==> src/hdl/sps_pkg.sv <==
`default_nettype none

package sps_pkg;

  localparam int unsigned CoilCount = 4;
  localparam int unsigned UnitsW    = 3;
  localparam int unsigned HoldUsW   = 19;
  localparam int unsigned PeriodW   = 16;
  localparam int unsigned CfgAddrW  = 2;

  // register indexes of the configuration port
  localparam logic [CfgAddrW-1:0] CfgHalfStep     = 2'd0;
  localparam logic [CfgAddrW-1:0] CfgCoilReversed = 2'd1;
  localparam logic [CfgAddrW-1:0] CfgStepPeriod   = 2'd2;

  localparam logic [PeriodW-1:0] PeriodReset = 16'd2441;

  // hold in base periods
  localparam logic [UnitsW-1:0] HoldSlow = 3'd5;
  localparam logic [UnitsW-1:0] HoldFast = 3'd1;

  // ramp zones for auto speed
  localparam int unsigned RampZone0 = 20;
  localparam int unsigned RampZone1 = 10;
  localparam int unsigned RampZone2 = 5;

  typedef enum logic {
    KindStart   = 1'b0,
    KindAdvance = 1'b1
  } sps_kind_e;

  typedef enum logic [1:0] {
    SpeedSlow = 2'd0,
    SpeedAuto = 2'd1,
    SpeedFast = 2'd2
  } sps_speed_e;

  typedef struct packed {
    logic half_step;
    logic coil_order_reversed;
  } sps_cfg_t;

  typedef struct packed {
    logic [CoilCount-1:0] coils;
    logic [UnitsW-1:0]    hold_units;
    logic                 last_step;
    logic                 idle;
  } sps_step_t;

endpackage

`default_nettype wire

==> src/hdl/sps_core.sv <==
`default_nettype none

module sps_core #(
  parameter int unsigned STEP_BITS = 20
) (
  input  wire logic                        clk_i,
  input  wire logic                        rst_ni,
  input  wire logic                        fire_i,
  input  wire logic                        kind_i,
  input  wire logic signed [STEP_BITS-1:0] step_count_i,
  input  wire logic [1:0]                  speed_mode_i,
  input  wire sps_pkg::sps_cfg_t           cfg_i,
  output logic                             emit_o,
  output sps_pkg::sps_step_t               step_o
);
  import sps_pkg::*;

  localparam int unsigned CntW = STEP_BITS - 1;

  logic [2:0]      phase_q, phase_d;
  logic [CntW-1:0] total_q, total_d;
  logic [CntW-1:0] index_q, index_d;
  logic            backward_q, backward_d;
  logic [1:0]      speed_q, speed_d;

  logic                 neg;
  logic [STEP_BITS-1:0] mag_full;
  logic [CntW-1:0]      mag;
  logic                 active;
  logic [CntW-1:0]      left;
  logic [2:0]           delta;
  logic [2:0]           phase_sum;
  logic [2:0]           phase_nxt;
  logic [UnitsW-1:0]    units;
  logic [CoilCount-1:0] pattern;
  logic [CoilCount-1:0] pattern_out;

  // start item: magnitude, with the most negative count saturated
  assign neg      = step_count_i[STEP_BITS-1];
  assign mag_full = neg ? (~step_count_i + STEP_BITS'(1)) : step_count_i;
  assign mag      = mag_full[STEP_BITS-1] ? '1 : mag_full[CntW-1:0];

  assign active = index_q < total_q;
  assign left   = total_q - index_q;

  // backward is +(n-1) mod n; an out-of-range phase folds in the same add
  assign delta     = backward_q ? (cfg_i.half_step ? 3'd7 : 3'd3) : 3'd1;
  assign phase_sum = phase_q + delta;
  assign phase_nxt = cfg_i.half_step ? phase_sum : {1'b0, phase_sum[1:0]};

  always_comb begin
    units = HoldFast;
    case (speed_q)
      SpeedSlow: begin
        units = HoldSlow;
      end
      SpeedAuto: begin
        units = 3'd1
              + UnitsW'(index_q < CntW'(RampZone0))
              + UnitsW'(index_q < CntW'(RampZone1))
              + UnitsW'(index_q < CntW'(RampZone2))
              + UnitsW'(left < CntW'(RampZone0))
              + UnitsW'(left < CntW'(RampZone1))
              + UnitsW'(left < CntW'(RampZone2));
      end
      default: begin
        units = HoldFast;
      end
    endcase
  end

  always_comb begin
    pattern = '0;
    if (cfg_i.half_step) begin
      pattern[phase_nxt[2:1]] = 1'b1;
      if (phase_nxt[0]) begin
        pattern[phase_nxt[2:1] + 2'd1] = 1'b1;
      end
    end else begin
      pattern[phase_nxt[1:0]] = 1'b1;
    end
    for (int i = 0; i < CoilCount; i++) begin
      pattern_out[i] = cfg_i.coil_order_reversed ? pattern[CoilCount-1-i] : pattern[i];
    end
  end

  always_comb begin
    phase_d    = phase_q;
    total_d    = total_q;
    index_d    = index_q;
    backward_d = backward_q;
    speed_d    = speed_q;
    emit_o     = 1'b1;
    step_o     = '{coils: '0, hold_units: '0, last_step: 1'b0, idle: 1'b1};
    if (kind_i == KindStart) begin
      speed_d    = speed_mode_i;
      backward_d = neg;
      index_d    = '0;
      total_d    = mag;
      emit_o     = (mag == '0);
    end else if (active) begin
      phase_d = phase_nxt;
      index_d = index_q + CntW'(1);
      step_o  = '{coils: pattern_out, hold_units: units,
                  last_step: (left == CntW'(1)), idle: 1'b0};
    end
  end

  always_ff @(posedge clk_i or negedge rst_ni) begin
    if (!rst_ni) begin
      phase_q    <= '0;
      total_q    <= '0;
      index_q    <= '0;
      backward_q <= 1'b0;
      speed_q    <= '0;
    end else if (fire_i) begin
      phase_q    <= phase_d;
      total_q    <= total_d;
      index_q    <= index_d;
      backward_q <= backward_d;
      speed_q    <= speed_d;
    end
  end

endmodule

`default_nettype wire

==> src/hdl/stepper_phase_sequencer_top.sv <==
// channel   | direction | handshake                  | payload
// ----------+-----------+----------------------------+-------------------------------------
// cfg       | in        | cfg_we_i                   | cfg_addr_i, cfg_wdata_i
// in        | in        | in_valid_i / in_ready_o    | kind_i, step_count_i, speed_mode_i
// out       | out       | out_valid_o / out_ready_i  | coils_o, hold_us_o, hold_units_o,
//           |           |                            | last_step_o, idle_o
//
// One item per cycle while the output does not stall. After its item is accepted,
// the step decision is registered, then the period multiply is registered.
// A start item with a nonzero count updates the move and gives no result.
// The two result registers let in_ready_o stay high while one result waits.
// Reset clears the move state and restores the register defaults.
`default_nettype none

module stepper_phase_sequencer_top #(
  parameter int unsigned STEP_BITS = 20
) (
  input  wire logic                          clk_i,
  input  wire logic                          rst_ni,
  input  wire logic                          cfg_we_i,
  input  wire logic [sps_pkg::CfgAddrW-1:0]  cfg_addr_i,
  input  wire logic [sps_pkg::PeriodW-1:0]   cfg_wdata_i,
  input  wire logic                          in_valid_i,
  output logic                               in_ready_o,
  input  wire logic                          kind_i,
  input  wire logic signed [STEP_BITS-1:0]   step_count_i,
  input  wire logic [1:0]                    speed_mode_i,
  output logic                               out_valid_o,
  input  wire logic                          out_ready_i,
  output logic [sps_pkg::CoilCount-1:0]      coils_o,
  output logic [sps_pkg::HoldUsW-1:0]        hold_us_o,
  output logic [sps_pkg::UnitsW-1:0]         hold_units_o,
  output logic                               last_step_o,
  output logic                               idle_o
);
  import sps_pkg::*;

  logic               half_q, rev_q;
  logic [PeriodW-1:0] period_q;
  sps_cfg_t           cfg;

  logic      fire;
  logic      emit;
  sps_step_t step;

  logic      s1_valid_q;
  sps_step_t s1_q;
  logic      s1_adv;
  logic      out_free;

  logic                 out_valid_q;
  logic [CoilCount-1:0] coils_q;
  logic [HoldUsW-1:0]   hold_us_q, hold_us_d;
  logic [UnitsW-1:0]    units_q;
  logic                 last_q, idle_q;

  always_ff @(posedge clk_i or negedge rst_ni) begin
    if (!rst_ni) begin
      half_q   <= 1'b1;
      rev_q    <= 1'b0;
      period_q <= PeriodReset;
    end else if (cfg_we_i) begin
      case (cfg_addr_i)
        CfgHalfStep:     half_q   <= cfg_wdata_i[0];
        CfgCoilReversed: rev_q    <= cfg_wdata_i[0];
        CfgStepPeriod:   period_q <= cfg_wdata_i;
        default: ;
      endcase
    end
  end

  assign cfg = '{half_step: half_q, coil_order_reversed: rev_q};

  assign out_free   = !out_valid_q || out_ready_i;
  assign s1_adv     = s1_valid_q && out_free;
  assign in_ready_o = !s1_valid_q || out_free;
  assign fire       = in_valid_i && in_ready_o;

  sps_core #(
    .STEP_BITS(STEP_BITS)
  ) u_core (
    .clk_i        (clk_i),
    .rst_ni       (rst_ni),
    .fire_i       (fire),
    .kind_i       (kind_i),
    .step_count_i (step_count_i),
    .speed_mode_i (speed_mode_i),
    .cfg_i        (cfg),
    .emit_o       (emit),
    .step_o       (step)
  );

  always_ff @(posedge clk_i or negedge rst_ni) begin
    if (!rst_ni) begin
      s1_valid_q <= 1'b0;
    end else if (fire && emit) begin
      s1_valid_q <= 1'b1;
    end else if (s1_adv) begin
      s1_valid_q <= 1'b0;
    end
  end

  always_ff @(posedge clk_i) begin
    if (fire && emit) begin
      s1_q <= step;
    end
  end

  assign hold_us_d = HoldUsW'({{PeriodW{1'b0}}, s1_q.hold_units}
                            * {{UnitsW{1'b0}}, period_q});

  always_ff @(posedge clk_i or negedge rst_ni) begin
    if (!rst_ni) begin
      out_valid_q <= 1'b0;
    end else if (s1_adv) begin
      out_valid_q <= 1'b1;
    end else if (out_ready_i) begin
      out_valid_q <= 1'b0;
    end
  end

  always_ff @(posedge clk_i) begin
    if (s1_adv) begin
      coils_q   <= s1_q.coils;
      hold_us_q <= hold_us_d;
      units_q   <= s1_q.hold_units;
      last_q    <= s1_q.last_step;
      idle_q    <= s1_q.idle;
    end
  end

  assign out_valid_o  = out_valid_q;
  assign coils_o      = coils_q;
  assign hold_us_o    = hold_us_q;
  assign hold_units_o = units_q;
  assign last_step_o  = last_q;
  assign idle_o       = idle_q;

`ifndef SYNTHESIS
  a_idle_coils_off: assert property (@(posedge clk_i) disable iff (!rst_ni)
    out_valid_o && idle_o |-> coils_o == '0 && hold_us_o == '0 && !last_step_o)
    else $error("idle result drives coils or hold");

  a_step_has_hold: assert property (@(posedge clk_i) disable iff (!rst_ni)
    out_valid_o && !idle_o |-> hold_units_o != '0 && coils_o != '0)
    else $error("step result without hold or coils");

  a_hold_matches: assert property (@(posedge clk_i) disable iff (!rst_ni)
    out_valid_o |-> hold_us_o == HoldUsW'({{PeriodW{1'b0}}, hold_units_o}
                                         * {{UnitsW{1'b0}}, period_q}))
    else $error("hold_us does not match hold units times period");

  a_ready_when_empty: assert property (@(posedge clk_i) disable iff (!rst_ni)
    !s1_valid_q |-> in_ready_o)
    else $error("input stalled with an empty decision stage");

  a_no_result_lost: assert property (@(posedge clk_i) disable iff (!rst_ni)
    s1_valid_q && !s1_adv |=> s1_valid_q && $stable(s1_q))
    else $error("waiting item dropped or changed");
`endif

endmodule

`default_nettype wire
==> config.mk <==
export PLATFORM = sky130hd
export DESIGN_NAME = stepper_phase_sequencer_top
export DESIGN_NICKNAME = d
export VERILOG_FILES = /design/src/hdl/sps_pkg.sv /design/src/hdl/sps_core.sv /design/src/hdl/stepper_phase_sequencer_top.sv
export SDC_FILE = /design/constraint.sdc
export NUM_CORES = 1
export LEC_CHECK = 0
export BUFFER_PORTS_ARGS = -buffer_cell sky130_fd_sc_hd__buf_2
export CELL_PAD_IN_SITES_DETAIL_PLACEMENT = 1
export CELL_PAD_IN_SITES_GLOBAL_PLACEMENT = 1
export CORE_UTILIZATION = 50
export DETAILED_ROUTE_END_ITERATION = 16
export PLACE_DENSITY_LB_ADDON = 0.1
export SLEW_MARGIN = 20
export SYNTH_ARGS = -nofsm -noshare
export SYNTH_HDL_FRONTEND = slang
export SYNTH_SLANG_ARGS = --single-unit
==> constraint.sdc <==
create_clock -name clk_i -period 9.75 [get_ports clk_i]
set_input_delay 1.95 -clock clk_i [delete_from_list [all_inputs] [get_ports clk_i]]
set_output_delay 1.95 -clock clk_i [all_outputs]
set_load 0.005 [all_outputs]
# Word-level counts from Yosys, hierarchy flattened
# Cells that the tools add are included.
[op_classes] n_addsub=11 n_mul=1 magnitude_cmp=13 eq_ne=5 muxes=26 bitwise=3 reduce_logical=22
[ops] operator="$mux W19" n=3
[ops] operator="$lt A19 B3 Y1 const B" n=2
[ops] operator="$lt A19 B4 Y1 const B" n=2
[ops] operator="$lt A19 B5 Y1 const B" n=2
[ops] operator="$add A20 B2 Y20 const B" n=1
[ops] operator="$mux W20" n=1
[ops] operator="$not A20 Y20" n=1
[ops] operator="$add A19 B1 Y19 const B" n=1
[ops] operator="$eq A19 B1 Y1 const B" n=1
[ops] operator="$logic_not A19 Y1" n=1
[ops] operator="$lt A19 B19 Y1" n=1
[ops] operator="$mul A3 B16 Y19" n=1
[ops] operator="$sub A19 B19 Y19" n=1
[ops] operator="$add A3 B1 Y3" n=5
[ops] operator="$mux W1" n=13
[ops] operator="$reduce_and A2 Y1" n=6
[ops] operator="$lt A2 B3 Y1 const B" n=3
[ops] operator="$mux W3" n=3
[ops] operator="$mux W4" n=2
[ops] operator="$demux W1 S2" n=3
[ops] operator="$ge A2 B1 Y1 const B" n=3
[ops] operator="$logic_and A1 B1 Y1" n=6
[ops] operator="$pmux W3 S2" n=1
[ops] operator="$eq A2 B1 Y1 const B" n=2
[ops] operator="12 further kinds" n=16
[totals] register_bits=101 in_bits=46 output_inout_bits=30

# Depth between registers and ports, before layout
# Gate-level depths: netlist (run 1).
[depth] depth_word=13 depth_mapped=19 depth_no_buf=19

# Hierarchy
# Synthesis (run 1) repeated with hierarchy kept, for this count alone.
[hier_totals] cells_unflattened=851 hier_area_um2=7732.4
[modules_own_cells] module="sps_core" instances=1 cells_each=571 area_per_inst_um2=4459.3 seq_area_each_um2=1101.1
[modules_own_cells] module="stepper_phase_sequencer_top" instances=1 cells_each=280 area_per_inst_um2=3273.1 seq_area_each_um2=1619.1

# Least setup slack after synthesis (run 1)
# No wires, ideal clock.
[synth_timing] path_type="register to register" startpoint="reg u_core.index_q[0]" endpoint="reg s1_q[4] (netlist bit), data pin" setup_ns=0.168 t_arrival_ns=5.139 required_time_ns=9.582 slack_ns=4.444 path_stages_with_launch=19 n_path_buf=0 cell_sequence="dfrtp_1 -> ha_1 -> inv_1 -> fa_1 -> a211oi_2 -> o211ai_2 -> a21o_1 -> a31o_1 -> and4b_1 -> or4_4 -> or4b_1 -> fa_1 -> inv_1 -> fa_1 -> ha_1 -> inv_1 -> fa_1 -> xor2_1 -> a211oi_1"
[synth_via] elab_chain_cells=8 word_cells_on_any_way=16 cone_classes="add/sub (7); order compare (7); mux (1); reduce/logical (1)"
[synth_lines] item="start: declaration" line="sps_core.sv:22" source="logic [CntW-1:0] index_q, index_d;"
[synth_lines] item="start signal: assignment" line="sps_core.sv:119" source="index_q <= index_d;"
[synth_lines] item="$lt A19 B5 Y1" line="sps_core.sv:59" source="+ UnitsW'(index_q < CntW'(RampZone0))"
[synth_lines] item="$add A1 B1 Y2" line="sps_core.sv:59"
[synth_lines] item="$add A3 B1 Y3" line="sps_core.sv:60" source="+ UnitsW'(index_q < CntW'(RampZone1))"
[synth_lines] item="$add A3 B1 Y3" line="sps_core.sv:61" source="+ UnitsW'(index_q < CntW'(RampZone2))"
[synth_lines] item="$add A3 B1 Y3" line="sps_core.sv:62" source="+ UnitsW'(left < CntW'(RampZone0))"
[synth_lines] item="$add A3 B1 Y3" line="sps_core.sv:63" source="+ UnitsW'(left < CntW'(RampZone1))"
[synth_lines] item="$add A3 B1 Y3" line="sps_core.sv:64" source="+ UnitsW'(left < CntW'(RampZone2));"
[synth_lines] item="$pmux W3 S2" line="sps_core.sv:53" source="case (speed_q)"
[synth_lines] item="end signal: assignment" line="stepper_phase_sequencer_top.sv:105" source="s1_q <= step;"
[synth_lines] item="end: declaration" line="stepper_phase_sequencer_top.sv:47" source="sps_step_t s1_q;"
# Several ways; a longest one is shown, not always the timed one.
# A chain may end at the register's enable or synchronous reset.

# Worst setup path after layout (run 1)
# Same ends and word-level chain as after synthesis.

==> impl_metrics.yaml, run 1 <==
floorplanning:
  core_area_um2: 14590
  initial_core_util_pct: 51.35
  die-area_um2: 15480
  die-height_um: 124.4
  std_cell_rows: 44
  num_io_pins: 76
  fp.dieW_um: 124.4
power_and_ir_drop:
  power.leakage_nw: 3.586
  p_sw_w: 0.0007739
  report.power.total_w: 0.001842
  power.density_nw_per_um2: 221.3
  seqPwrFrac_pct: 33.2
  clockPowerShare_pct: 20.8
  ir_worst_vdd_mv: 0.1205
  switching_share_pct: 42.01
  share_comb_of_total_power_pct: 46.1
  intPower_w: 0.001068
timing:
  holdWs_ps: 428.4
  finalCritPeriodShare_pct: 59.40
  fmax_ghz: 0.1727
  drv_slew: 0
  period_minus_slack_ps: 5792
  hold_violations: 0
  worstMarginPinSlew_ps: 1080
  setup_viol: 0
  tns_ps: 0
  fin_skew_ps: 10.88
  rsz0062_at_grt: "no"
  slew_headroom_pct: 27.55
synth:
  synth.top_cell.area_share_pct: 19.38
  seq_area_frac_synth_pct: 36.31
  ys_seq_elements: 101
  ys_types: 74
  synth_ff_type: "dfrtp_1"
  syn_nets: 914
  synthCells: 798
  synth_area_leaders: "dfrtp_1 (19%), edfxtp_1 (15%), ha_1 (8.4%)"
  synth-edff-count: 37
  yosys.area.top_type: "dfrtp_1"
  yosysWarnings: 0
  synth_area_um2: 7491
  synthArstFlopShare_pct: 63.37
  avgSynthCellArea_um2: 9.387
drt:
  drt_iter0_markers: 373
  via_count: 6420
  wl_met1_um: 8752
  route.antenna.remaining_nets: 0
  drtPass1Iterations: 5
  highest_layer: "met4"
  remaining_drc_errors: 0
  via_per_inst: 6.132
  wl_per_cell_um: 20.45
  dr_wl_met2_um: 11350
  finalWirelength_um: 21410
  route.met3.wl_um: 708
global_routing:
  gr-total-overflow: 0
  grt_usage_pct: 28.50
  grt_antenna_before_repair: 0
  grt_max_degree: 65
  grt_pass1_vias: 6782
  grt_pass1_wl_um: 35060
clocking:
  cts-htree-levels: 3
  cts_setup_buffers: 0
  cts.path.max_buffers: 2
  cts_resized: 0
  clockRootBuffer: "clkbuf_16"
  clk_latency_ps: 350
  path_clk_slew_ps: 80
  cts.sinks: 101
  holdBufCountCts: 0
  cts_tree: "done"
  cts_buffers: 9
placement:
  dpl_cell_area_um2: 8006
  hpwl_um: 16420
  io_buffers: 75
  routabilityCongestion: 0.9043
worst_setup_path:
  cp_max_fo: 6
  cp-start-kind: "flip-flop"
  required_ps: 9900
  cp.arrival_ps: 5940
  path_class: "reg -> reg"
  worst_setup_path_end_kind: "flip-flop"
finish:
  fin_area_um2: 8323
  finalNetCount: 974
  diodes: 0
  syn2layout_area_growth_pct: 11.11
  drive_gt1_share_pct: 17.03
  fillCellCount: 1687
outcome:
  status: "complete, no violations"
job:
  drv_cap: 0
hold_path:
  min-delay-path-class: "reg -> reg"
## layout make-up
cell class                      count  area [um^2]  share of cell area (%)
Clock buffer                        9        225.2                   2.706
Inverter                           74        277.8                   3.337
Tap cell                          184        230.2                   2.766
Sequential cell                   101         2720                   32.68
Multi-Input combinational cell    594         4380                   52.63
Timing Repair Buffer               78        397.9                   4.781
Clock inverter                      7        91.34                   1.097
## per-layer routing
metal	GRT usage (%)	vias up
met5	0	-
met4	10.84	0
met3	3.479	34
met2	52.36	152
met1	33.69	3209
li1	-	3025
## placed cells by master, fill, tap and decap left out, drive strengths merged, types with 4 or more instances in the layout
| master | n |
|---|---|
| nor3 | 9 |
| and3 | 7 |
| o2111ai | 4 |
| or2 | 4 |
| inv | 77 |
| o21ai | 44 |
| o211ai | 26 |
| edfxtp | 37 |
| a31oi | 25 |
| nand3 | 13 |
| nand2b | 8 |
| fa | 20 |
| dfstp | 6 |
| mux2i | 5 |
| mux2 | 25 |
| nand4 | 7 |
| buf | 78 |
| nand2 | 90 |
| dfrtp | 58 |
| nor2 | 49 |
| a31o | 5 |
| clkbuf | 9 |
| a211oi | 7 |
| o21a | 8 |
| a21o | 7 |
| nor2b | 4 |
| ha | 50 |
| xnor2 | 14 |
| xor2 | 24 |
| o22a | 6 |
| and2 | 14 |
| or3 | 8 |
| or4 | 15 |
| nor4 | 10 |
| o31ai | 7 |
| o41ai | 6 |
| a21oi | 32 |
## logic make-up (layout without fill, tap and decap cells)
family                     Yosys count  count (layout)  synth area share, %
adders and majority gates           70              70                13.70
AOI/OAI and AO/OA                  205             205                19.06
xor gates and xnor gates            38              38                4.443
DFF                                101             101                36.31
and+or+nand+nor                    251             251                16.82
muxes                               30              30                4.426
buffers and inverters              103             168                5.245
## synth_stat cells, drive strengths merged, types with 15 or more instances
library cell / n
nand2: 90
inv: 74
dfrtp: 58
ha: 50
nor2: 49
o21ai: 44
edfxtp: 37
a21oi: 32
clkbuf: 26
o211ai: 26
a31oi: 25
mux2: 25
xor2: 24
fa: 20
or4: 15
## registers in the layout, summed over array words and instances (netlist names), 2 cells and up
signal          cells
u_core.phase_q      3
period_q           16
hold_us_o          19
u_core.total_q     19
s1_q                9
coils_o             4
hold_units_o        3
u_core.index_q     19
u_core.speed_q      2
## stage by stage
stage | setup WS, ps | cells | utilization, %
after CTS | 4013 | 1047 | 57.05
after global routing | 3787 | 1047 | 57.05
after global placement | 4234 | 1031 | 54.88
after floorplan | 4444 | 798 | -
final | 3958 | 1047 | 57.05
after detailed placement | 4074 | 1031 | 54.88
## critical path: stages, from the launching register on
cell and delay [ps]:
dfrtp_1 440, ha_1 200, inv_1 60, fa_1 430
a211oi_2 340, o211ai_2 180, a21o_1 210, a31o_1 250
and4b_1 180, or4_4 530, or4b_1 580, fa_1 550
inv_1 50, fa_1 530, ha_1 140, inv_1 60
fa_1 400, xor2_1 180, a211oi_1 300
## final timing paths
check                                     endpoint  slack (ps)               from  depth (start not counted)
worst max-delay path                       s1_q[4]        3960  u_core.index_q[0]                         18
worst min-delay path                        idle_o         430            s1_q[0]                          0
worst max register to register             s1_q[4]        3960  u_core.index_q[0]                         18
worst min register to register              idle_o         430            s1_q[0]                          0
max in group asynchronous       u_core.total_q[11]        7390             rst_ni                          2
min in group asynchronous        u_core.index_q[8]        1780             rst_ni                          2
## power groups by stage
stage	logic [W]	clock network (W)	registers [W]
6_report	0.000849	0.000383	0.000611
5_1_grt	0.000935	0.000406	0.000621
4_1_cts	0.000846	0.000391	0.000610
3_5_place_dp	0.000825	0	0.000617
3_3_place_gp	0.000772	0	0.000611
2_1_floorplan	0.000604	0	0.000586
No activity file was read; power rests on OpenSTA's default activity.
==> inputs of run 2 (changes only) <==
--- a/config.mk
+++ b/config.mk
@@ -5,10 +5,11 @@
 export SDC_FILE = /design/constraint.sdc
 export NUM_CORES = 1
 export LEC_CHECK = 0
+export ABC_AREA = 1
 export BUFFER_PORTS_ARGS = -buffer_cell sky130_fd_sc_hd__buf_2
 export CELL_PAD_IN_SITES_DETAIL_PLACEMENT = 1
 export CELL_PAD_IN_SITES_GLOBAL_PLACEMENT = 1
-export CORE_UTILIZATION = 50
+export CORE_UTILIZATION = 45
 export DETAILED_ROUTE_END_ITERATION = 16
 export PLACE_DENSITY_LB_ADDON = 0.1
 export SLEW_MARGIN = 20
==> constraint.sdc (replaced) <==
create_clock -name clk_i -period 6.1 [get_ports clk_i]
set_input_delay 1.22 -clock clk_i [delete_from_list [all_inputs] [get_ports clk_i]]
set_output_delay 1.22 -clock clk_i [all_outputs]
set_load 0.005 [all_outputs]
==> impl_metrics.yaml, run 2 <==
synth:
  ys_types: 48
  synth-xor-area-share_pct: 5.024
  synth_area_um2: 7670
  synthArstFlopShare_pct: 63.37
  synthAdderAreaFrac_pct: 13.38
  seq_area_frac_synth_pct: 35.46
  synth_top_family_by_area: "simple AND/OR/NAND/NOR gates"
  yosysWarnings: 0
  ys_seq_elements: 101
  avgSynthCellArea_um2: 7.795
  yosysMostFrequentCell: "nand2_1"
  synth_ff_type: "dfrtp_1"
  synth.top_cell.area_share_pct: 18.92
  synthCells: 984
  syn_nets: 1100
  synthSimpleGateAreaFrac_pct: 27.26
  muxShareOfSynthArea_pct: 2.202
  synth_area_leaders: "dfrtp_1 (19%), edfxtp_1 (14%), nand2_1 (13%)"
  yosys.area.top_type: "dfrtp_1"
  synth-edff-count: 37
  synth_commonest_cells: "nand2_1 (270), inv_1 (133), nor2_1 (87)"
  synth_compound_area_share_pct: 9.086
drt:
  finalWirelength_um: 20610
  route.antenna.remaining_nets: 0
  drtPass1Iterations: 4
  drt_iter0_markers: 295
  via_count: 6662
  wl_per_cell_um: 16.07
  remaining_drc_errors: 0
  via_per_inst: 5.197
power_and_ir_drop:
  switching_share_pct: 39.57
  seqPwrFrac_pct: 37.6
  share_comb_of_total_power_pct: 38.6
  p_sw_w: 0.0009538
  ir_worst_vdd_mv: 0.1475
  clockPowerShare_pct: 23.8
  intPower_w: 0.001457
  power.leakage_nw: 4.208
  power.density_nw_per_um2: 281.2
timing:
  fmax_ghz: 0.2121
  slew_headroom_pct: 32.59
  rsz0062_at_grt: "no"
  finalCritPeriodShare_pct: 77.29
  setup_viol: 0
  holdWs_ps: 423.9
  hold_violations: 0
  fin_skew_ps: 7.568
  period_minus_slack_ps: 4715
  drv_slew: 0
  worstMarginPinSlew_ps: 1010
  tns_ps: 0
floorplanning:
  core_area_um2: 16580
  std_cell_rows: 47
  die-area_um2: 17570
  die-height_um: 132.6
  fp.dieW_um: 132.6
  initial_core_util_pct: 46.25
  num_io_pins: 76
clocking:
  cts_buffers: 9
  cts_tree: "done"
  cts-htree-levels: 3
  holdBufCountCts: 0
  cts.path.max_buffers: 2
  clk_latency_ps: 350
  cts_resized: 0
  path_clk_slew_ps: 80
  cts_setup_buffers: 0
  clockRootBuffer: "clkbuf_16"
  cts.sinks: 101
placement:
  io_buffers: 75
  routabilityCongestion: 0.9189
  hpwl_um: 16540
hold_path:
  hold_depth: 0
  min-delay-path-class: "reg -> reg"
worst_setup_path:
  r2r_cells: 22
  crit_start: "u_core.index_q[0]"
  cp-start-kind: "flip-flop"
  cp_max_fo: 4
  required_ps: 6290
  worstReg2RegStart: "u_core.index_q[0]"
  rrSetupSlack_ps: 1390
  path_class: "reg -> reg"
  r2r_end: "s1_q[4]"
  cp.arrival_ps: 4910
  crit_end: "s1_q[4]"
  worst_setup_path_end_kind: "flip-flop"
global_routing:
  grt_pass1_wl_um: 34830
  gr-total-overflow: 0
  grt_antenna_before_repair: 0
  grt_usage_pct: 24.94
  grt_pass1_vias: 6966
  grt_max_degree: 65
finish:
  diodes: 0
  drive_gt1_share_pct: 14.41
  layout.cells.most_common_list: "nand2_1 (270), inv_1 (133), nor2_1 (87)"
  finalNetCount: 1173
  syn2layout_area_growth_pct: 11.75
  final_common_cell: "nand2_1"
job:
  drv_cap: 0
outcome:
  status: "complete, no violations"
run 2: worst min path at each step:
stage             endpoint  startpoint  slack, ps
2_1_floorplan   coils_o[0]     s1_q[5]        400
3_3_place_gp   last_step_o     s1_q[1]        400
3_5_place_dp    coils_o[2]     s1_q[7]        410
4_1_cts        last_step_o     s1_q[1]        420
5_1_grt         coils_o[0]     s1_q[5]        430
6_report        coils_o[3]     s1_q[8]        420
run 2: layout make-up:
class,instances,area [um^2]
Clock buffer,9,225.2
Clock inverter,7,66.31
Fill cell,2125,8013
Inverter,137,514.2
Multi-Input combinational cell,730,4372
Sequential cell,101,2720
Tap cell,220,275.3
Timing Repair Buffer,78,397.9
run 2: power by group through the flow:
stage	Sequential, W	Clock (W)	Combinational [W]
after floorplan	0.000891	0	0.000685
after global placement	0.000917	0	0.000894
after detailed placement	0.000921	0	0.000929
after CTS	0.000909	0.000585	0.000941
after global routing	0.000920	0.000609	0.00107
final	0.000907	0.000573	0.000930
run 2: through the flow:
stage | util (%) | instance area [um^2] | cells | worst slack [ps] | power, W
2_1_floorplan | - | 7670 | 984 | 1935 | 0.001576
3_3_place_gp | 49.92 | 8279 | 1266 | 1543 | 0.001811
3_5_place_dp | 49.92 | 8279 | 1266 | 1426 | 0.001850
4_1_cts | 51.68 | 8571 | 1282 | 1370 | 0.002435
5_1_grt | 51.68 | 8571 | 1282 | 851.9 | 0.002596
6_report | 51.68 | 8571 | 1282 | 1385 | 0.002410
run 2: layer usage:
metal | global-route usage, % | vias up | share of wire (%) | wire length [um]
li1 | - | 3333 | - | -
met1 | 31.22 | 3224 | 44 | 9166
met2 | 44.91 | 79 | 51 | 10600
met3 | 2.567 | 26 | 1.6 | 338
met4 | 7.982 | 0 | 2.4 | 504
met5 | 0 | - | 0 | 0
run 2: kinds of logic (layout without fill, tap and decap cells):
group / Yosys count / count (layout)
DFF: 101 / 101
AOI/OAI and AO/OA: 118 / 118
and+or+nand+nor: 483 / 483
adders and majority gates: 70 / 70
xor gates and xnor gates: 44 / 44
muxes: 15 / 15
buffers and inverters: 153 / 231
run 2: worst max-delay path: stages, from the launching register on:
cell and delay (ps):
dfrtp_1 420, ha_1 260, inv_1 110, fa_1 400, nand3_1 100, nand2_1 100, nand2_1 70, nand2_1 110
nand2_1 90, nand2_1 60, xnor2_1 220, nand2_1 110, nor4_1 210, nand2_1 150, fa_1 550, inv_1 60
fa_1 550, ha_1 160, inv_1 60, fa_1 380, o21ai_0 180, a21oi_1 60, nor3_1 160
